[config.mk]
export PLATFORM = sky130hd
export DESIGN_NAME = pixel_to_glyph_downsampler_flat
export DESIGN_NICKNAME = d
export VERILOG_FILES = /design/src/hw/rtl/ptg_pkg.sv /design/src/hw/rtl/ptg_pix_if.sv /design/src/hw/rtl/ptg_res_if.sv /design/src/hw/rtl/ptg_div.sv /design/src/hw/rtl/ptg_fifo.sv /design/src/hw/rtl/ptg_front.sv /design/src/hw/rtl/ptg_back.sv /design/src/hw/rtl/pixel_to_glyph_downsampler.sv /design/src/flat_wrapper.sv
export SDC_FILE = /design/constraint.sdc
export NUM_CORES = 2
export LEC_CHECK = 0
export BUFFER_PORTS_ARGS = -buffer_cell sky130_fd_sc_hd__buf_2
export CORE_UTILIZATION = 68
export CTS_BUF_LIST = sky130_fd_sc_hd__clkbuf_16
export DETAILED_ROUTE_END_ITERATION = 6
export PLACE_DENSITY = 0.86
export SLEW_MARGIN = 20
export SYNTH_ARGS = -nofsm -noshare
export SYNTH_HDL_FRONTEND = slang
export SYNTH_HIERARCHICAL = 1
export SYNTH_SLANG_ARGS = --single-unit
export TNS_END_PERCENT = 20
[constraint.sdc]
create_clock -name clk -period 18.5 [get_ports clk]
set_input_delay 3.7 -clock clk [delete_from_list [all_inputs] [get_ports clk]]
set_output_delay 3.7 -clock clk [all_outputs]
set_load 0.05 [all_outputs]
[src/hw/rtl/ptg_pkg.sv]
// Shared types and constants of the pixel-to-glyph downsampler.
// No dependencies; the divider, queue, front end, back end and top level refer to this package.
package ptg_pkg;

  localparam int DIM_W    = 13;          // holds a clamped size, 1..MAX_DIM
  localparam int REM_W    = 12;          // remainder of a size division
  localparam int POS_W    = 12;          // source row and column counters
  localparam int MAX_DIM  = 4096;
  localparam int MAX_SYM  = 16;
  localparam int IDX_W    = 4;           // symbol index
  localparam int FIFO_DEPTH = 4;
  localparam int FIFO_AW  = 2;
  localparam int FIFO_CW  = 3;

  typedef enum logic [2:0] {
    REG_SRC_WIDTH    = 3'd0,
    REG_SRC_HEIGHT   = 3'd1,
    REG_OUT_WIDTH    = 3'd2,
    REG_OUT_HEIGHT   = 3'd3,
    REG_SYMBOL_COUNT = 3'd4,
    REG_SYMBOLS_LOW  = 3'd5,
    REG_SYMBOLS_HIGH = 3'd6,
    REG_PIXEL_FORMAT = 3'd7
  } cfg_reg_t;

  // Clamped geometry and the step sizes of the pick accumulators.
  typedef struct packed {
    logic [DIM_W-1:0] sw;
    logic [DIM_W-1:0] sh;
    logic [DIM_W-1:0] ow;
    logic [DIM_W-1:0] oh;
    logic [DIM_W-1:0] col_quo;
    logic [REM_W-1:0] col_rem;
    logic [DIM_W-1:0] row_quo;
    logic [REM_W-1:0] row_rem;
  } geom_t;

  // One picked pixel with its channels expanded, as queued for the back end.
  typedef struct packed {
    logic [7:0] r;
    logic [7:0] g;
    logic [7:0] b;
    logic [7:0] a;
    logic       color_en;
    logic       eol;
    logic       eof;
  } pick_t;

endpackage

[src/hw/rtl/ptg_pix_if.sv]
// Input channel of the downsampler: one source pixel per item.
// Stands alone; used by the front end and the top level.
interface ptg_pix_if;
  logic       valid;
  logic       ready;
  logic [7:0] chan0;
  logic [7:0] chan1;
  logic [7:0] chan2;
  logic [7:0] chan3;

  modport source (output valid, chan0, chan1, chan2, chan3, input ready);
  modport sink   (input valid, chan0, chan1, chan2, chan3, output ready);
endinterface

[src/hw/rtl/ptg_res_if.sv]
// Result channel of the downsampler: one glyph with colour and line marks per item.
// Stands alone; used by the back end and the top level.
interface ptg_res_if;
  logic       valid;
  logic       ready;
  logic [7:0] glyph;
  logic [7:0] red_out;
  logic [7:0] green_out;
  logic [7:0] blue_out;
  logic       has_color;
  logic       end_of_line;
  logic       end_of_frame;

  modport source (output valid, glyph, red_out, green_out, blue_out, has_color,
                  end_of_line, end_of_frame, input ready);
  modport sink   (input valid, glyph, red_out, green_out, blue_out, has_color,
                  end_of_line, end_of_frame, output ready);
endinterface

[src/hw/rtl/ptg_div.sv]
// Restoring divider, one quotient bit a cycle, for the pick step sizes.
// Depends on ptg_pkg.
module ptg_div (
  input  logic                      clk,
  input  logic                      rst_n,
  input  logic                      start,
  input  logic [ptg_pkg::DIM_W-1:0] num,
  input  logic [ptg_pkg::DIM_W-1:0] den,
  output logic                      busy,
  output logic [ptg_pkg::DIM_W-1:0] quo,
  output logic [ptg_pkg::REM_W-1:0] rem
);

  logic [ptg_pkg::DIM_W-1:0] quo_r, quo_nxt;
  logic [ptg_pkg::REM_W-1:0] rem_r, rem_nxt;
  logic [3:0]                cnt_r, cnt_nxt;
  logic [ptg_pkg::DIM_W-1:0] trial;

  always_comb begin
    quo_nxt = quo_r;
    rem_nxt = rem_r;
    cnt_nxt = cnt_r;
    trial   = {rem_r, quo_r[ptg_pkg::DIM_W-1]};
    if (start) begin
      quo_nxt = num;
      rem_nxt = '0;
      cnt_nxt = 4'(ptg_pkg::DIM_W);
    end else if (cnt_r != 4'd0) begin
      cnt_nxt = cnt_r - 4'd1;
      if (trial >= den) begin
        rem_nxt = ptg_pkg::REM_W'(trial - den);
        quo_nxt = {quo_r[ptg_pkg::DIM_W-2:0], 1'b1};
      end else begin
        rem_nxt = ptg_pkg::REM_W'(trial);
        quo_nxt = {quo_r[ptg_pkg::DIM_W-2:0], 1'b0};
      end
    end
  end

  // The reset values match the reset geometry, a one-by-one picture.
  always_ff @(posedge clk) begin
    if (!rst_n) begin
      quo_r <= ptg_pkg::DIM_W'(1);
      rem_r <= '0;
      cnt_r <= '0;
    end else begin
      quo_r <= quo_nxt;
      rem_r <= rem_nxt;
      cnt_r <= cnt_nxt;
    end
  end

  assign busy = (cnt_r != 4'd0);
  assign quo  = quo_r;
  assign rem  = rem_r;

endmodule

[src/hw/rtl/ptg_fifo.sv]
// Short queue of picked pixels between the front end and the back end.
// Depends on ptg_pkg.
module ptg_fifo (
  input  logic           clk,
  input  logic           rst_n,
  input  logic           push,
  input  ptg_pkg::pick_t push_data,
  input  logic           pop,
  output ptg_pkg::pick_t head,
  output logic           empty,
  output logic           full
);

  ptg_pkg::pick_t              mem_r [ptg_pkg::FIFO_DEPTH];
  logic [ptg_pkg::FIFO_AW-1:0] wr_ptr_r, rd_ptr_r;
  logic [ptg_pkg::FIFO_CW-1:0] count_r, count_nxt;

  always_comb begin
    count_nxt = count_r;
    if (push && !pop) begin
      count_nxt = count_r + ptg_pkg::FIFO_CW'(1);
    end else if (pop && !push) begin
      count_nxt = count_r - ptg_pkg::FIFO_CW'(1);
    end
  end

  always_ff @(posedge clk) begin
    if (push) begin
      mem_r[wr_ptr_r] <= push_data;
    end
  end

  always_ff @(posedge clk) begin
    if (!rst_n) begin
      wr_ptr_r <= '0;
      rd_ptr_r <= '0;
      count_r  <= '0;
    end else begin
      if (push) begin
        wr_ptr_r <= wr_ptr_r + ptg_pkg::FIFO_AW'(1);
      end
      if (pop) begin
        rd_ptr_r <= rd_ptr_r + ptg_pkg::FIFO_AW'(1);
      end
      count_r <= count_nxt;
    end
  end

  assign head  = mem_r[rd_ptr_r];
  assign empty = (count_r == '0);
  assign full  = (count_r == ptg_pkg::FIFO_CW'(ptg_pkg::FIFO_DEPTH));

`ifndef SYNTHESIS
  a_count_bound: assert property (@(posedge clk) disable iff (!rst_n)
    count_r <= ptg_pkg::FIFO_CW'(ptg_pkg::FIFO_DEPTH))
    else $error("queue holds more items than it has entries");
  a_no_overflow: assert property (@(posedge clk) disable iff (!rst_n)
    push && full |-> pop)
    else $error("item pushed into a full queue");
  a_no_underflow: assert property (@(posedge clk) disable iff (!rst_n)
    pop |-> !empty)
    else $error("item popped from an empty queue");
`endif

endmodule

[src/hw/rtl/ptg_front.sv]
// Front end: accepts source pixels, tracks the raster position and picks the
// nearest-neighbour pixels for the queue. Depends on ptg_pkg and ptg_pix_if.
module ptg_front (
  input  logic                  clk,
  input  logic                  rst_n,
  ptg_pix_if.sink               in_pix,
  input  ptg_pkg::geom_t        geom,
  input  logic [1:0]            chan_sel,
  input  logic                  color_en,
  input  logic                  pos_clear,
  input  logic                  hold,
  output logic                  push,
  output ptg_pkg::pick_t        item
);

  logic [ptg_pkg::POS_W-1:0] src_col_r, src_col_nxt, src_row_r, src_row_nxt;
  logic [ptg_pkg::DIM_W-1:0] out_col_r, out_col_nxt, out_row_r, out_row_nxt;
  logic [ptg_pkg::DIM_W-1:0] npc_r, npc_nxt, npr_r, npr_nxt;
  logic [ptg_pkg::REM_W-1:0] crem_r, crem_nxt, rrem_r, rrem_nxt;
  logic [ptg_pkg::DIM_W-1:0] csum, rsum;
  logic                      accept, row_picked, picked, eol, eof;

  assign in_pix.ready = !hold;
  assign accept       = in_pix.valid && !hold;

  assign row_picked = (ptg_pkg::DIM_W'(src_row_r) == npr_r) && (out_row_r < geom.oh);
  assign picked     = row_picked && (ptg_pkg::DIM_W'(src_col_r) == npc_r)
                      && (out_col_r < geom.ow);
  assign eol        = (out_col_r == geom.ow - ptg_pkg::DIM_W'(1));
  assign eof        = eol && (out_row_r == geom.oh - ptg_pkg::DIM_W'(1));

  // Channels absent from the pixel format repeat red; alpha defaults to opaque.
  always_comb begin
    item.r        = in_pix.chan0;
    item.g        = (chan_sel >= 2'd1) ? in_pix.chan1 : in_pix.chan0;
    item.b        = (chan_sel >= 2'd2) ? in_pix.chan2 : in_pix.chan0;
    item.a        = (chan_sel == 2'd3) ? in_pix.chan3 : 8'hFF;
    item.color_en = color_en;
    item.eol      = eol;
    item.eof      = eof;
  end

  assign push = accept && picked;

  always_comb begin
    src_col_nxt = src_col_r;
    src_row_nxt = src_row_r;
    out_col_nxt = out_col_r;
    out_row_nxt = out_row_r;
    npc_nxt     = npc_r;
    npr_nxt     = npr_r;
    crem_nxt    = crem_r;
    rrem_nxt    = rrem_r;
    csum        = ptg_pkg::DIM_W'(crem_r) + ptg_pkg::DIM_W'(geom.col_rem);
    rsum        = ptg_pkg::DIM_W'(rrem_r) + ptg_pkg::DIM_W'(geom.row_rem);
    if (pos_clear) begin
      src_col_nxt = '0;
      src_row_nxt = '0;
      out_col_nxt = '0;
      out_row_nxt = '0;
      npc_nxt     = '0;
      npr_nxt     = '0;
      crem_nxt    = '0;
      rrem_nxt    = '0;
    end else if (accept) begin
      if (picked) begin
        out_col_nxt = out_col_r + ptg_pkg::DIM_W'(1);
        if (csum >= geom.ow) begin
          crem_nxt = ptg_pkg::REM_W'(csum - geom.ow);
          npc_nxt  = npc_r + geom.col_quo + ptg_pkg::DIM_W'(1);
        end else begin
          crem_nxt = ptg_pkg::REM_W'(csum);
          npc_nxt  = npc_r + geom.col_quo;
        end
      end
      if (ptg_pkg::DIM_W'(src_col_r) + ptg_pkg::DIM_W'(1) >= geom.sw) begin
        src_col_nxt = '0;
        out_col_nxt = '0;
        npc_nxt     = '0;
        crem_nxt    = '0;
        if (ptg_pkg::DIM_W'(src_row_r) + ptg_pkg::DIM_W'(1) >= geom.sh) begin
          // Last pixel of the frame: everything starts over.
          src_row_nxt = '0;
          out_row_nxt = '0;
          npr_nxt     = '0;
          rrem_nxt    = '0;
        end else begin
          src_row_nxt = src_row_r + ptg_pkg::POS_W'(1);
          if (row_picked) begin
            out_row_nxt = out_row_r + ptg_pkg::DIM_W'(1);
            if (rsum >= geom.oh) begin
              rrem_nxt = ptg_pkg::REM_W'(rsum - geom.oh);
              npr_nxt  = npr_r + geom.row_quo + ptg_pkg::DIM_W'(1);
            end else begin
              rrem_nxt = ptg_pkg::REM_W'(rsum);
              npr_nxt  = npr_r + geom.row_quo;
            end
          end
        end
      end else begin
        src_col_nxt = src_col_r + ptg_pkg::POS_W'(1);
      end
    end
  end

  always_ff @(posedge clk) begin
    if (!rst_n) begin
      src_col_r <= '0;
      src_row_r <= '0;
      out_col_r <= '0;
      out_row_r <= '0;
      npc_r     <= '0;
      npr_r     <= '0;
      crem_r    <= '0;
      rrem_r    <= '0;
    end else begin
      src_col_r <= src_col_nxt;
      src_row_r <= src_row_nxt;
      out_col_r <= out_col_nxt;
      out_row_r <= out_row_nxt;
      npc_r     <= npc_nxt;
      npr_r     <= npr_nxt;
      crem_r    <= crem_nxt;
      rrem_r    <= rrem_nxt;
    end
  end

`ifndef SYNTHESIS
  a_out_col_bound: assert property (@(posedge clk) disable iff (!rst_n)
    out_col_r <= geom.ow)
    else $error("more glyphs picked on a line than there are columns");
`endif

endmodule

[src/hw/rtl/ptg_back.sv]
// Back end: luminance, symbol quantisation, glyph lookup and premultiplied
// colour for each queued pixel. Depends on ptg_pkg and ptg_res_if.
module ptg_back (
  input  logic                      clk,
  input  logic                      rst_n,
  input  ptg_pkg::pick_t            head,
  input  logic                      empty,
  output logic                      pop,
  input  logic [ptg_pkg::IDX_W-1:0] sym_max,
  input  logic [8*ptg_pkg::MAX_SYM-1:0] symbols,
  ptg_res_if.source                 out_res
);

  localparam logic [19:0] LumStep    = 20'd65025;   // 255 * 255
  localparam logic [7:0]  GlyphSpace = 8'h20;

  function automatic logic [7:0] div255(input logic [15:0] p);
    logic [16:0] s;
    s = 17'(p) + 17'(p[15:8]) + 17'd1;
    return s[15:8];
  endfunction

  logic        en;
  // stage 1: weighted sum of the colour channels
  logic        s1_valid_r;
  logic [23:0] s1_sum_r;
  logic [7:0]  s1_r_r, s1_g_r, s1_b_r, s1_a_r;
  logic        s1_col_r, s1_eol_r, s1_eof_r;
  // stage 2: alpha applied
  logic        s2_valid_r;
  logic [31:0] s2_sa_r;
  logic [15:0] s2_pr_r, s2_pg_r, s2_pb_r;
  logic        s2_az_r, s2_col_r, s2_eol_r, s2_eof_r;
  // stage 3: scaled to the symbol range
  logic        s3_valid_r;
  logic [19:0] s3_t_r;
  logic [7:0]  s3_ro_r, s3_go_r, s3_bo_r;
  logic        s3_az_r, s3_hc_r, s3_eol_r, s3_eof_r;
  // result register
  logic        out_valid_r;
  logic [7:0]  glyph_r, red_r, green_r, blue_r;
  logic        hc_r, eol_r, eof_r;

  logic [35:0]               scaled;
  logic [ptg_pkg::IDX_W-1:0] idx;
  logic [7:0]                glyph_nxt;

  assign en  = !out_valid_r || out_res.ready;
  assign pop = en && !empty;

  assign scaled = 36'(s2_sa_r) * 36'(sym_max);

  // The index is the number of whole 255*255 steps in the scaled luminance.
  always_comb begin
    idx = '0;
    for (int k = 1; k < ptg_pkg::MAX_SYM; k++) begin
      if (s3_t_r >= 20'(k * LumStep)) begin
        idx = ptg_pkg::IDX_W'(k);
      end
    end
    if (idx > sym_max) begin
      idx = sym_max;
    end
    glyph_nxt = s3_az_r ? GlyphSpace : symbols[{idx, 3'b000} +: 8];
  end

  always_ff @(posedge clk) begin
    if (en) begin
      s1_sum_r <= 24'(16'd19595) * 24'(head.r) + 24'(16'd38470) * 24'(head.g)
                  + 24'(16'd7471) * 24'(head.b);
      s1_r_r   <= head.r;
      s1_g_r   <= head.g;
      s1_b_r   <= head.b;
      s1_a_r   <= head.a;
      s1_col_r <= head.color_en;
      s1_eol_r <= head.eol;
      s1_eof_r <= head.eof;

      s2_sa_r  <= 32'(s1_sum_r) * 32'(s1_a_r);
      s2_pr_r  <= 16'(s1_r_r) * 16'(s1_a_r);
      s2_pg_r  <= 16'(s1_g_r) * 16'(s1_a_r);
      s2_pb_r  <= 16'(s1_b_r) * 16'(s1_a_r);
      s2_az_r  <= (s1_a_r == 8'd0);
      s2_col_r <= s1_col_r;
      s2_eol_r <= s1_eol_r;
      s2_eof_r <= s1_eof_r;

      s3_t_r   <= scaled[35:16];
      s3_hc_r  <= s2_col_r && !s2_az_r;
      s3_ro_r  <= (s2_col_r && !s2_az_r) ? div255(s2_pr_r) : 8'd0;
      s3_go_r  <= (s2_col_r && !s2_az_r) ? div255(s2_pg_r) : 8'd0;
      s3_bo_r  <= (s2_col_r && !s2_az_r) ? div255(s2_pb_r) : 8'd0;
      s3_az_r  <= s2_az_r;
      s3_eol_r <= s2_eol_r;
      s3_eof_r <= s2_eof_r;

      glyph_r  <= glyph_nxt;
      red_r    <= s3_ro_r;
      green_r  <= s3_go_r;
      blue_r   <= s3_bo_r;
      hc_r     <= s3_hc_r;
      eol_r    <= s3_eol_r;
      eof_r    <= s3_eof_r;
    end
  end

  always_ff @(posedge clk) begin
    if (!rst_n) begin
      s1_valid_r  <= 1'b0;
      s2_valid_r  <= 1'b0;
      s3_valid_r  <= 1'b0;
      out_valid_r <= 1'b0;
    end else if (en) begin
      s1_valid_r  <= !empty;
      s2_valid_r  <= s1_valid_r;
      s3_valid_r  <= s2_valid_r;
      out_valid_r <= s3_valid_r;
    end
  end

  assign out_res.valid        = out_valid_r;
  assign out_res.glyph        = glyph_r;
  assign out_res.red_out      = red_r;
  assign out_res.green_out    = green_r;
  assign out_res.blue_out     = blue_r;
  assign out_res.has_color    = hc_r;
  assign out_res.end_of_line  = eol_r;
  assign out_res.end_of_frame = eof_r;

`ifndef SYNTHESIS
  a_no_colour_zero: assert property (@(posedge clk) disable iff (!rst_n)
    out_valid_r && !hc_r |-> red_r == 8'd0 && green_r == 8'd0 && blue_r == 8'd0)
    else $error("colour given on a glyph without colour");
`endif

endmodule

[src/hw/rtl/pixel_to_glyph_downsampler.sv]
// Top level of the pixel-to-glyph downsampler: configuration registers, the
// step-size dividers, front end, queue and back end. Depends on all of hw/rtl.
//
// Source pixels are taken one per clock in raster order unless the queue is
// full or a division runs; only the pixels that nearest-neighbour downsampling
// picks give a result, through the back end's four-stage pipeline, which
// delivers one glyph per clock while the result side is ready. A four-entry
// queue between position tracking and the glyph pipeline lets the input keep
// flowing while the result side stalls, until it fills. A write to any of the
// four size registers restarts the frame and recomputes the column and row
// step sizes in bit-serial dividers; the input is held off until both finish.
module pixel_to_glyph_downsampler (
  input  logic        clk,
  input  logic        rst_n,
  ptg_pix_if.sink     in_pix,
  ptg_res_if.source   out_res,
  input  logic        cfg_we,
  input  logic [2:0]  cfg_index,
  input  logic [63:0] cfg_wdata
);

  logic [ptg_pkg::DIM_W-1:0] src_width_r, src_height_r, out_width_r, out_height_r;
  logic [4:0]                symbol_count_r;
  logic [63:0]               symbols_low_r, symbols_high_r;
  logic [2:0]                pixel_format_r;
  logic                      geom_wr, start_r;

  logic [ptg_pkg::DIM_W-1:0] sw, sh, ow, oh;
  logic [ptg_pkg::IDX_W-1:0] sym_max;
  logic                      col_busy, row_busy, hold;
  logic [ptg_pkg::DIM_W-1:0] col_quo, row_quo;
  logic [ptg_pkg::REM_W-1:0] col_rem, row_rem;
  ptg_pkg::geom_t            geom;

  ptg_pkg::pick_t            item, head;
  logic                      push, pop, empty, full;

  function automatic logic [ptg_pkg::DIM_W-1:0] clamp_dim(
    input logic [ptg_pkg::DIM_W-1:0] v);
    if (v == '0) begin
      return ptg_pkg::DIM_W'(1);
    end else if (v > ptg_pkg::DIM_W'(ptg_pkg::MAX_DIM)) begin
      return ptg_pkg::DIM_W'(ptg_pkg::MAX_DIM);
    end
    return v;
  endfunction

  assign geom_wr = cfg_we && (cfg_index == ptg_pkg::REG_SRC_WIDTH
                           || cfg_index == ptg_pkg::REG_SRC_HEIGHT
                           || cfg_index == ptg_pkg::REG_OUT_WIDTH
                           || cfg_index == ptg_pkg::REG_OUT_HEIGHT);

  always_ff @(posedge clk) begin
    if (!rst_n) begin
      src_width_r    <= ptg_pkg::DIM_W'(1);
      src_height_r   <= ptg_pkg::DIM_W'(1);
      out_width_r    <= ptg_pkg::DIM_W'(1);
      out_height_r   <= ptg_pkg::DIM_W'(1);
      symbol_count_r <= 5'd8;
      symbols_low_r  <= '0;
      symbols_high_r <= '0;
      pixel_format_r <= 3'd3;
      start_r        <= 1'b0;
    end else begin
      start_r <= geom_wr;
      if (cfg_we) begin
        case (cfg_index)
          ptg_pkg::REG_SRC_WIDTH:    src_width_r    <= cfg_wdata[ptg_pkg::DIM_W-1:0];
          ptg_pkg::REG_SRC_HEIGHT:   src_height_r   <= cfg_wdata[ptg_pkg::DIM_W-1:0];
          ptg_pkg::REG_OUT_WIDTH:    out_width_r    <= cfg_wdata[ptg_pkg::DIM_W-1:0];
          ptg_pkg::REG_OUT_HEIGHT:   out_height_r   <= cfg_wdata[ptg_pkg::DIM_W-1:0];
          ptg_pkg::REG_SYMBOL_COUNT: symbol_count_r <= cfg_wdata[4:0];
          ptg_pkg::REG_SYMBOLS_LOW:  symbols_low_r  <= cfg_wdata;
          ptg_pkg::REG_SYMBOLS_HIGH: symbols_high_r <= cfg_wdata;
          ptg_pkg::REG_PIXEL_FORMAT: pixel_format_r <= cfg_wdata[2:0];
          default: ;
        endcase
      end
    end
  end

  // The output grid never exceeds the source; symbol count is held to 1..16.
  always_comb begin
    sw = clamp_dim(src_width_r);
    sh = clamp_dim(src_height_r);
    ow = clamp_dim(out_width_r);
    oh = clamp_dim(out_height_r);
    if (ow > sw) begin
      ow = sw;
    end
    if (oh > sh) begin
      oh = sh;
    end
    if (symbol_count_r == 5'd0) begin
      sym_max = '0;
    end else if (symbol_count_r > 5'(ptg_pkg::MAX_SYM)) begin
      sym_max = ptg_pkg::IDX_W'(ptg_pkg::MAX_SYM - 1);
    end else begin
      sym_max = ptg_pkg::IDX_W'(symbol_count_r - 5'd1);
    end
  end

  ptg_div u_col_div (
    .clk   (clk),
    .rst_n (rst_n),
    .start (start_r),
    .num   (sw),
    .den   (ow),
    .busy  (col_busy),
    .quo   (col_quo),
    .rem   (col_rem)
  );

  ptg_div u_row_div (
    .clk   (clk),
    .rst_n (rst_n),
    .start (start_r),
    .num   (sh),
    .den   (oh),
    .busy  (row_busy),
    .quo   (row_quo),
    .rem   (row_rem)
  );

  always_comb begin
    geom.sw      = sw;
    geom.sh      = sh;
    geom.ow      = ow;
    geom.oh      = oh;
    geom.col_quo = col_quo;
    geom.col_rem = col_rem;
    geom.row_quo = row_quo;
    geom.row_rem = row_rem;
  end

  assign hold = full || start_r || col_busy || row_busy;

  ptg_front u_front (
    .clk       (clk),
    .rst_n     (rst_n),
    .in_pix    (in_pix),
    .geom      (geom),
    .chan_sel  (pixel_format_r[1:0]),
    .color_en  (pixel_format_r[2]),
    .pos_clear (geom_wr),
    .hold      (hold),
    .push      (push),
    .item      (item)
  );

  ptg_fifo u_fifo (
    .clk       (clk),
    .rst_n     (rst_n),
    .push      (push),
    .push_data (item),
    .pop       (pop),
    .head      (head),
    .empty     (empty),
    .full      (full)
  );

  ptg_back u_back (
    .clk     (clk),
    .rst_n   (rst_n),
    .head    (head),
    .empty   (empty),
    .pop     (pop),
    .sym_max (sym_max),
    .symbols ({symbols_high_r, symbols_low_r}),
    .out_res (out_res)
  );

`ifndef SYNTHESIS
  a_hold_after_resize: assert property (@(posedge clk) disable iff (!rst_n)
    geom_wr |=> !in_pix.ready)
    else $error("input taken while the step sizes are being recomputed");
`endif

endmodule
[src/flat_wrapper.sv]
// flat-port wrapper written by rule: the top's interface ports become plain ports
module pixel_to_glyph_downsampler_flat 
  (clk, rst_n, cfg_we, cfg_index, cfg_wdata, in_pix_valid, in_pix_chan0, in_pix_chan1, in_pix_chan2, in_pix_chan3, in_pix_ready, out_res_valid, out_res_glyph, out_res_red_out, out_res_green_out, out_res_blue_out, out_res_has_color, out_res_end_of_line, out_res_end_of_frame, out_res_ready);
  ptg_pix_if in_pix_i ();
  ptg_res_if out_res_i ();
  input  logic clk;
  input  logic rst_n;
  input  logic cfg_we;
  input  logic [2:0] cfg_index;
  input  logic [63:0] cfg_wdata;
  input wire logic [$bits(in_pix_i.valid)-1:0] in_pix_valid;
  input wire logic [$bits(in_pix_i.chan0)-1:0] in_pix_chan0;
  input wire logic [$bits(in_pix_i.chan1)-1:0] in_pix_chan1;
  input wire logic [$bits(in_pix_i.chan2)-1:0] in_pix_chan2;
  input wire logic [$bits(in_pix_i.chan3)-1:0] in_pix_chan3;
  output wire logic [$bits(in_pix_i.ready)-1:0] in_pix_ready;
  output wire logic [$bits(out_res_i.valid)-1:0] out_res_valid;
  output wire logic [$bits(out_res_i.glyph)-1:0] out_res_glyph;
  output wire logic [$bits(out_res_i.red_out)-1:0] out_res_red_out;
  output wire logic [$bits(out_res_i.green_out)-1:0] out_res_green_out;
  output wire logic [$bits(out_res_i.blue_out)-1:0] out_res_blue_out;
  output wire logic [$bits(out_res_i.has_color)-1:0] out_res_has_color;
  output wire logic [$bits(out_res_i.end_of_line)-1:0] out_res_end_of_line;
  output wire logic [$bits(out_res_i.end_of_frame)-1:0] out_res_end_of_frame;
  input wire logic [$bits(out_res_i.ready)-1:0] out_res_ready;
  assign in_pix_i.valid = in_pix_valid;
  assign in_pix_i.chan0 = in_pix_chan0;
  assign in_pix_i.chan1 = in_pix_chan1;
  assign in_pix_i.chan2 = in_pix_chan2;
  assign in_pix_i.chan3 = in_pix_chan3;
  assign in_pix_ready = in_pix_i.ready;
  assign out_res_valid = out_res_i.valid;
  assign out_res_glyph = out_res_i.glyph;
  assign out_res_red_out = out_res_i.red_out;
  assign out_res_green_out = out_res_i.green_out;
  assign out_res_blue_out = out_res_i.blue_out;
  assign out_res_has_color = out_res_i.has_color;
  assign out_res_end_of_line = out_res_i.end_of_line;
  assign out_res_end_of_frame = out_res_i.end_of_frame;
  assign out_res_i.ready = out_res_ready;
  pixel_to_glyph_downsampler u_core (.clk(clk), .rst_n(rst_n), .in_pix(in_pix_i), .out_res(out_res_i), .cfg_we(cfg_we), .cfg_index(cfg_index), .cfg_wdata(cfg_wdata));
endmodule
# Word-level counts from Yosys, hierarchy flattened

Memories as Yosys holds them, arrays and structs flattened. A register that Yosys moved wholly into a read port is not among the register bits.
Index checks and enable logic that the tools add are counted.

Shift-type cells: 1
Reductions and logical operators: 52
Add/subtract/negate cells: 33
Multipliers: 8
Order comparisons: 33
Muxes and demuxes: 79
Equality and inequality tests: 13
Bitwise operators: 1

Operators with widths:

| kind                  | number |
|---|---|
| $mux 13               | 28 |
| $ge 20x20->1 const B  | 7 |
| $shiftx 128x8->8      | 1 |
| $mux 12               | 10 |
| $mux 4                | 21 |
| $ge 20x19->1 const B  | 4 |
| $ge 13x13->1          | 6 |
| $add 13x1->13 const B | 4 |
| $gt 13x13->1 const B  | 4 |
| $logic_not 13->1      | 4 |
| $add 16x1->16 const B | 3 |
| $add 16x8->16         | 3 |
| $mul 8x8->16          | 3 |
| $sub 12x12->12        | 4 |
| $mul 15x8->23 const A | 2 |
| $ge 20x18->1 const B  | 2 |
| $mul 32x4->36         | 1 |
| $mul 24x8->32         | 1 |
| $add 12x1->13 const B | 2 |
| $add 12x12->13        | 2 |
| $add 13x13->13        | 2 |
| $eq 12x13->1          | 2 |
| $eq 13x13->1          | 2 |
| $gt 13x13->1          | 2 |
| other kinds (36)      | 100 |

Bits in writable memories: 140
Memories: 1
Input bits: 104
Register bits: 584
Word-level logic and storage cells: 284

Memory list:

| memory              | words | width | rd ports | clocked after memory_dff | write ports | line           | RTL |
|---|---|---|---|---|---|---|---|
| u_core.u_fifo.mem_r | 4     | 35    | 1        | 1                        | 1           | ptg_fifo.sv:14 | `ptg_pkg::pick_t mem_r [ptg_pkg::FIFO_DEPTH];` |

# Depth between registers and ports, before layout

Depth after elaboration: 19
Gate-level depth with buffers: 32
Gate-level depth less buffers: 30

# Modules after synthesis

Netlist, hierarchy kept.

Modules (own cells, without submodules):

| module                     | times used | area an instance (um2) | cells an instance |
|---|---|---|---|
| ptg_back                   | 1          | 30,981.0               | 3,114 |
| ptg_front                  | 1          | 10,640.2               | 1,388 |
| pixel_to_glyph_downsampler | 1          | 8,414.3                | 1,038 |
| ptg_fifo                   | 1          | 5,547.8                | 226 |
| ptg_div                    | 2          | 1,940.6                | 252 |

# Least setup slack after synthesis

No wires, ideal clock.

Kind: in2reg
Start point: input port out_res_ready
End point: register u_core.u_back.blue_r[0] (netlist: u_core/u_back/out_res.blue_out[0]), enable pin
Stages: 2
Setup time: 0.579 ns
Path buffers: 0
Arrival: 8.179 ns
Setup slack: 9.742 ns
Cell sequence: nor2b_1 -> inv_1

Cells in the longest elaborated chain, start to end: 1

RTL lines:

| item                 | line               | RTL |
|---|---|---|
| from (decl)          | flat_wrapper.sv:25 | `input wire logic [$bits(out_res_i.ready)-1:0] out_res_ready;` |
| $logic_or 1x1->1     | ptg_back.sv:48     | `assign en = !out_valid_r \|\| out_res.ready;` |
| to (signal assigned) | ptg_back.sv:100    | `blue_r <= s3_bo_r;` |
| to (decl)            | ptg_back.sv:41     | `logic [7:0] glyph_r, red_r, green_r, blue_r;` |

No other way between the ends.
A chain may end at the register's enable or synchronous reset.

==> impl_metrics.yaml <==
logic_synthesis:
  ys_warn_count: 6
  ys_ff_latch: 726
  synthFlopType: "edfxtp_1"
  synth_cell_types: 99
  syn_area_um2: 59460
  avgSynthCellArea_um2: 9.484
  synthArstFlopShare: 0
  syn_inst: 6270
  synth-edff-count: 366
  synth_nets: 7376
  ys_seq_area_frac: 0.3060
clock_network:
  cts_buffers: 79
  cts_tree: "built"
  post_cts_buffers: 0
  cts_buffer_depth: 3
  cts-resized-gates: 0
  path_clk_slew_ps: 60
  numClockSinks: 726
  cts_hold_buf: 0
  root_buffer: "clkbuf_16"
  clk_latency_ps: 670
  cts-htree-levels: 3
layout:
  syn2layout_area_growth_pct: 6.805
  nets: 7392
  stdcell_count: 7513
  layout-drive-gt1-share: 0.07452
sta:
  max-slew-margin-rel: 0.1618
  fin_crit_ps: 9259
  setup_viol: 0
  hold_viol: 0
  fin_skew_ps: 36.06
  fin_tns_setup_ps: 0
  worstMarginPinSlew_ps: 1257
  fmax_mhz: 108.0
  rsz0062_at_grt: "false"
  final_max_slew_viol_count: 0
  min_period_over_period: 0.5005
floorplan:
  initial_utilization: 0.6854
  io_pins: 141
  die_area_um2: 88630
  fp.dieH_um: 297.7
  dieWidth_um: 297.7
  fp.coreArea_um2: 86750
  core.rowCount: 108
place:
  hpwlAfterDp_um: 104200
  portBuffers: 140
  post-place-cells: 7360
  place.gp.congestion: 0.9435
flow_run:
  cap_violations: 0
drt:
  wl_met1_um: 58470
  wl_um: 142700
  first_pass_iters: 5
  wl_met3_um: 9250
  num_vias: 45087
  drc: 0
  ant_nets: 0
  highest-signal-layer: "met5"
  routedWlPerCell_um: 19.00
  viasPerCell: 6.001
  drtIter0Drc: 3405
  met2_length_um: 70300
setup_path:
  worstReg2RegEnd: "u_core/u_back/s1_sum_r[23]"
  rrSetupSlack_ps: 9240
  crit_arrival_ps: 9640
  cp.required_ps: 18880
  path_max_fanout: 35
  cp-end-kind: "flip-flop"
  crit_top_cell: "fa_1"
  reg2regPathDepth: 30
  start_kind: "flip-flop"
  max_stage_delay_ps: 720
  slowest_stage: "mux4_2"
  critical_path_class: "flip-flop to flip-flop"
outcome:
  status: "completed"
global_routing:
  grt_max_degree: 148
  grt_pass1_wl_um: 231700
  grt_antenna_before_repair: 17
  grt_pass1_vias: 45364
  grt.total_usage: 0.3224
  overflow: 0
hold_path:
  hold_end: "u_core/u_back/out_res.red_out[3]"
  hold_depth: 0
  min_from: "u_core/u_back/s3_ro_r[3]"
  hp-class: "flip-flop to flip-flop"
through the flow:
step | cell area (um2) | worst slack, ps | hold slack (ps) | util
after floorplan | 59460 | 9742 | 400.3 | -
after global placement | 60900 | 9406 | 400.4 | 0.7020
after detailed placement | 60900 | 9264 | 404.5 | 0.7020
after CTS | 63480 | 9205 | 419.1 | 0.7317
after global routing | 63500 | 8620 | 425.6 | 0.7320
final | 63510 | 9241 | 416.1 | 0.7321
synthesized netlist by cell type (65+ instances only):
master      n  share of area
xnor2_1   218          0.032
nor2_1    274          0.017
fa_1      427           0.14
mux2i_1    69          0.012
nor3_1     68         0.0057
edfxtp_1  366           0.18
clkbuf_1  194          0.012
a21o_1     65         0.0082
a21boi_0  197          0.025
nor2b_1   106          0.011
o21ai_0   191          0.016
nand3_1    91         0.0077
inv_1     762          0.048
ha_1      575           0.12
nand2_1   915          0.058
dfxtp_1   360           0.12
a21oi_1   264          0.022
xor2_1     99          0.015
and2_1    259          0.027
worst max-delay path: cells and delay by family (launching register included):
family | cells | cell delay [ps]
xor gates and xnor gates | 2 | 290
AOI/OAI and AO/OA | 9 | 1770
DFF | 1 | 310
and+or+nand+nor | 4 | 1020
muxes | 1 | 720
adders and majority gates | 9 | 4090
buffers and inverters | 5 | 740
state kept, by name, summed over array words and instances, names as in the netlist, 16 cells and up, named ones only:
register	flops
u_core/symbols_low_r	64
u_core/u_back/s2_sa_r	32
u_core/u_back/s2_pr_r	16
u_core/symbols_high_r	64
u_core/u_back/s2_pb_r	16
u_core/u_back/s2_pg_r	16
u_core/u_back/s3_t_r	20
u_core/u_back/s1_sum_r	24
u_core/u_fifo/mem_r	140
layer usage:
metal	up-vias	global-route usage
met1	22128	0.4222
met3	302	0.04419
met5	-	0
li1	21135	-
met4	14	0.1148
met2	1508	0.5477
kinds of logic (layout without fill, tap and decap cells):
kind of cell	count (synthesis)	in the layout	share of synthesized area
adders and majority gates	1004	1004	0.2651
AOI/OAI and AO/OA	1050	1050	0.1172
DFF	726	726	0.3060
xor gates and xnor gates	317	317	0.04669
buffers and inverters	1007	1084	0.06683
muxes	175	175	0.03943
and+or+nand+nor	1991	1991	0.1587
other	0	11	0
worst max-delay path by stage:
stage / cells after the start / end / slack (ps)
after floorplan: 2 / u_core/u_back/out_res.blue_out[0] / 9740
after global placement: 30 / u_core/u_back/s1_sum_r[23] / 9410
after detailed placement: 30 / u_core/u_back/s1_sum_r[23] / 9260
after CTS: 30 / u_core/u_back/s1_sum_r[23] / 9210
after global routing: 30 / u_core/u_back/s1_sum_r[23] / 8620
final: 30 / u_core/u_back/s1_sum_r[23] / 9240
layout by cell type (no fill, tap or decap), types with 15 or more instances in the layout:
cell type  instances
and2_1           255
a22oi_1           26
nor4_1            31
clkbuf_16         80
nand2_1          915
dfxtp_1          358
mux4_2            30
a21boi_0         197
mux2_2            55
nor2_1           272
nor2b_1          105
buf_2            139
or2_2             24
a211oi_1          29
xnor2_1          218
and3_1            47
fa_1             427
a21o_1            65
or3_1             29
mux2i_1           69
clkinv_2          15
xor2_1            99
nand4_1           33
a21oi_1          264
o21a_1            61
nand2b_1          45
inv_1            775
nor3_1            66
ha_1             575
o211ai_1          22
buf_4             40
nand3b_1          17
nand3_1           89
edfxtp_1         366
o21ai_0          189
a31oi_1           25
area by class of cell:
type | count | area [um2]
multi-input cells | 4537 | 37380
fillers | 6178 | 23240
flip-flops and latches | 726 | 18200
inverters | 762 | 2868
clock buffers | 80 | 2002
well taps | 1155 | 1445
repair buffers | 180 | 1007
clock inverters | 62 | 579.3
diodes | 11 | 27.53
Power is left out: the tool's default activity adds up to more than one toggle a clock period on the data nets, which glitch-free logic cannot reach.
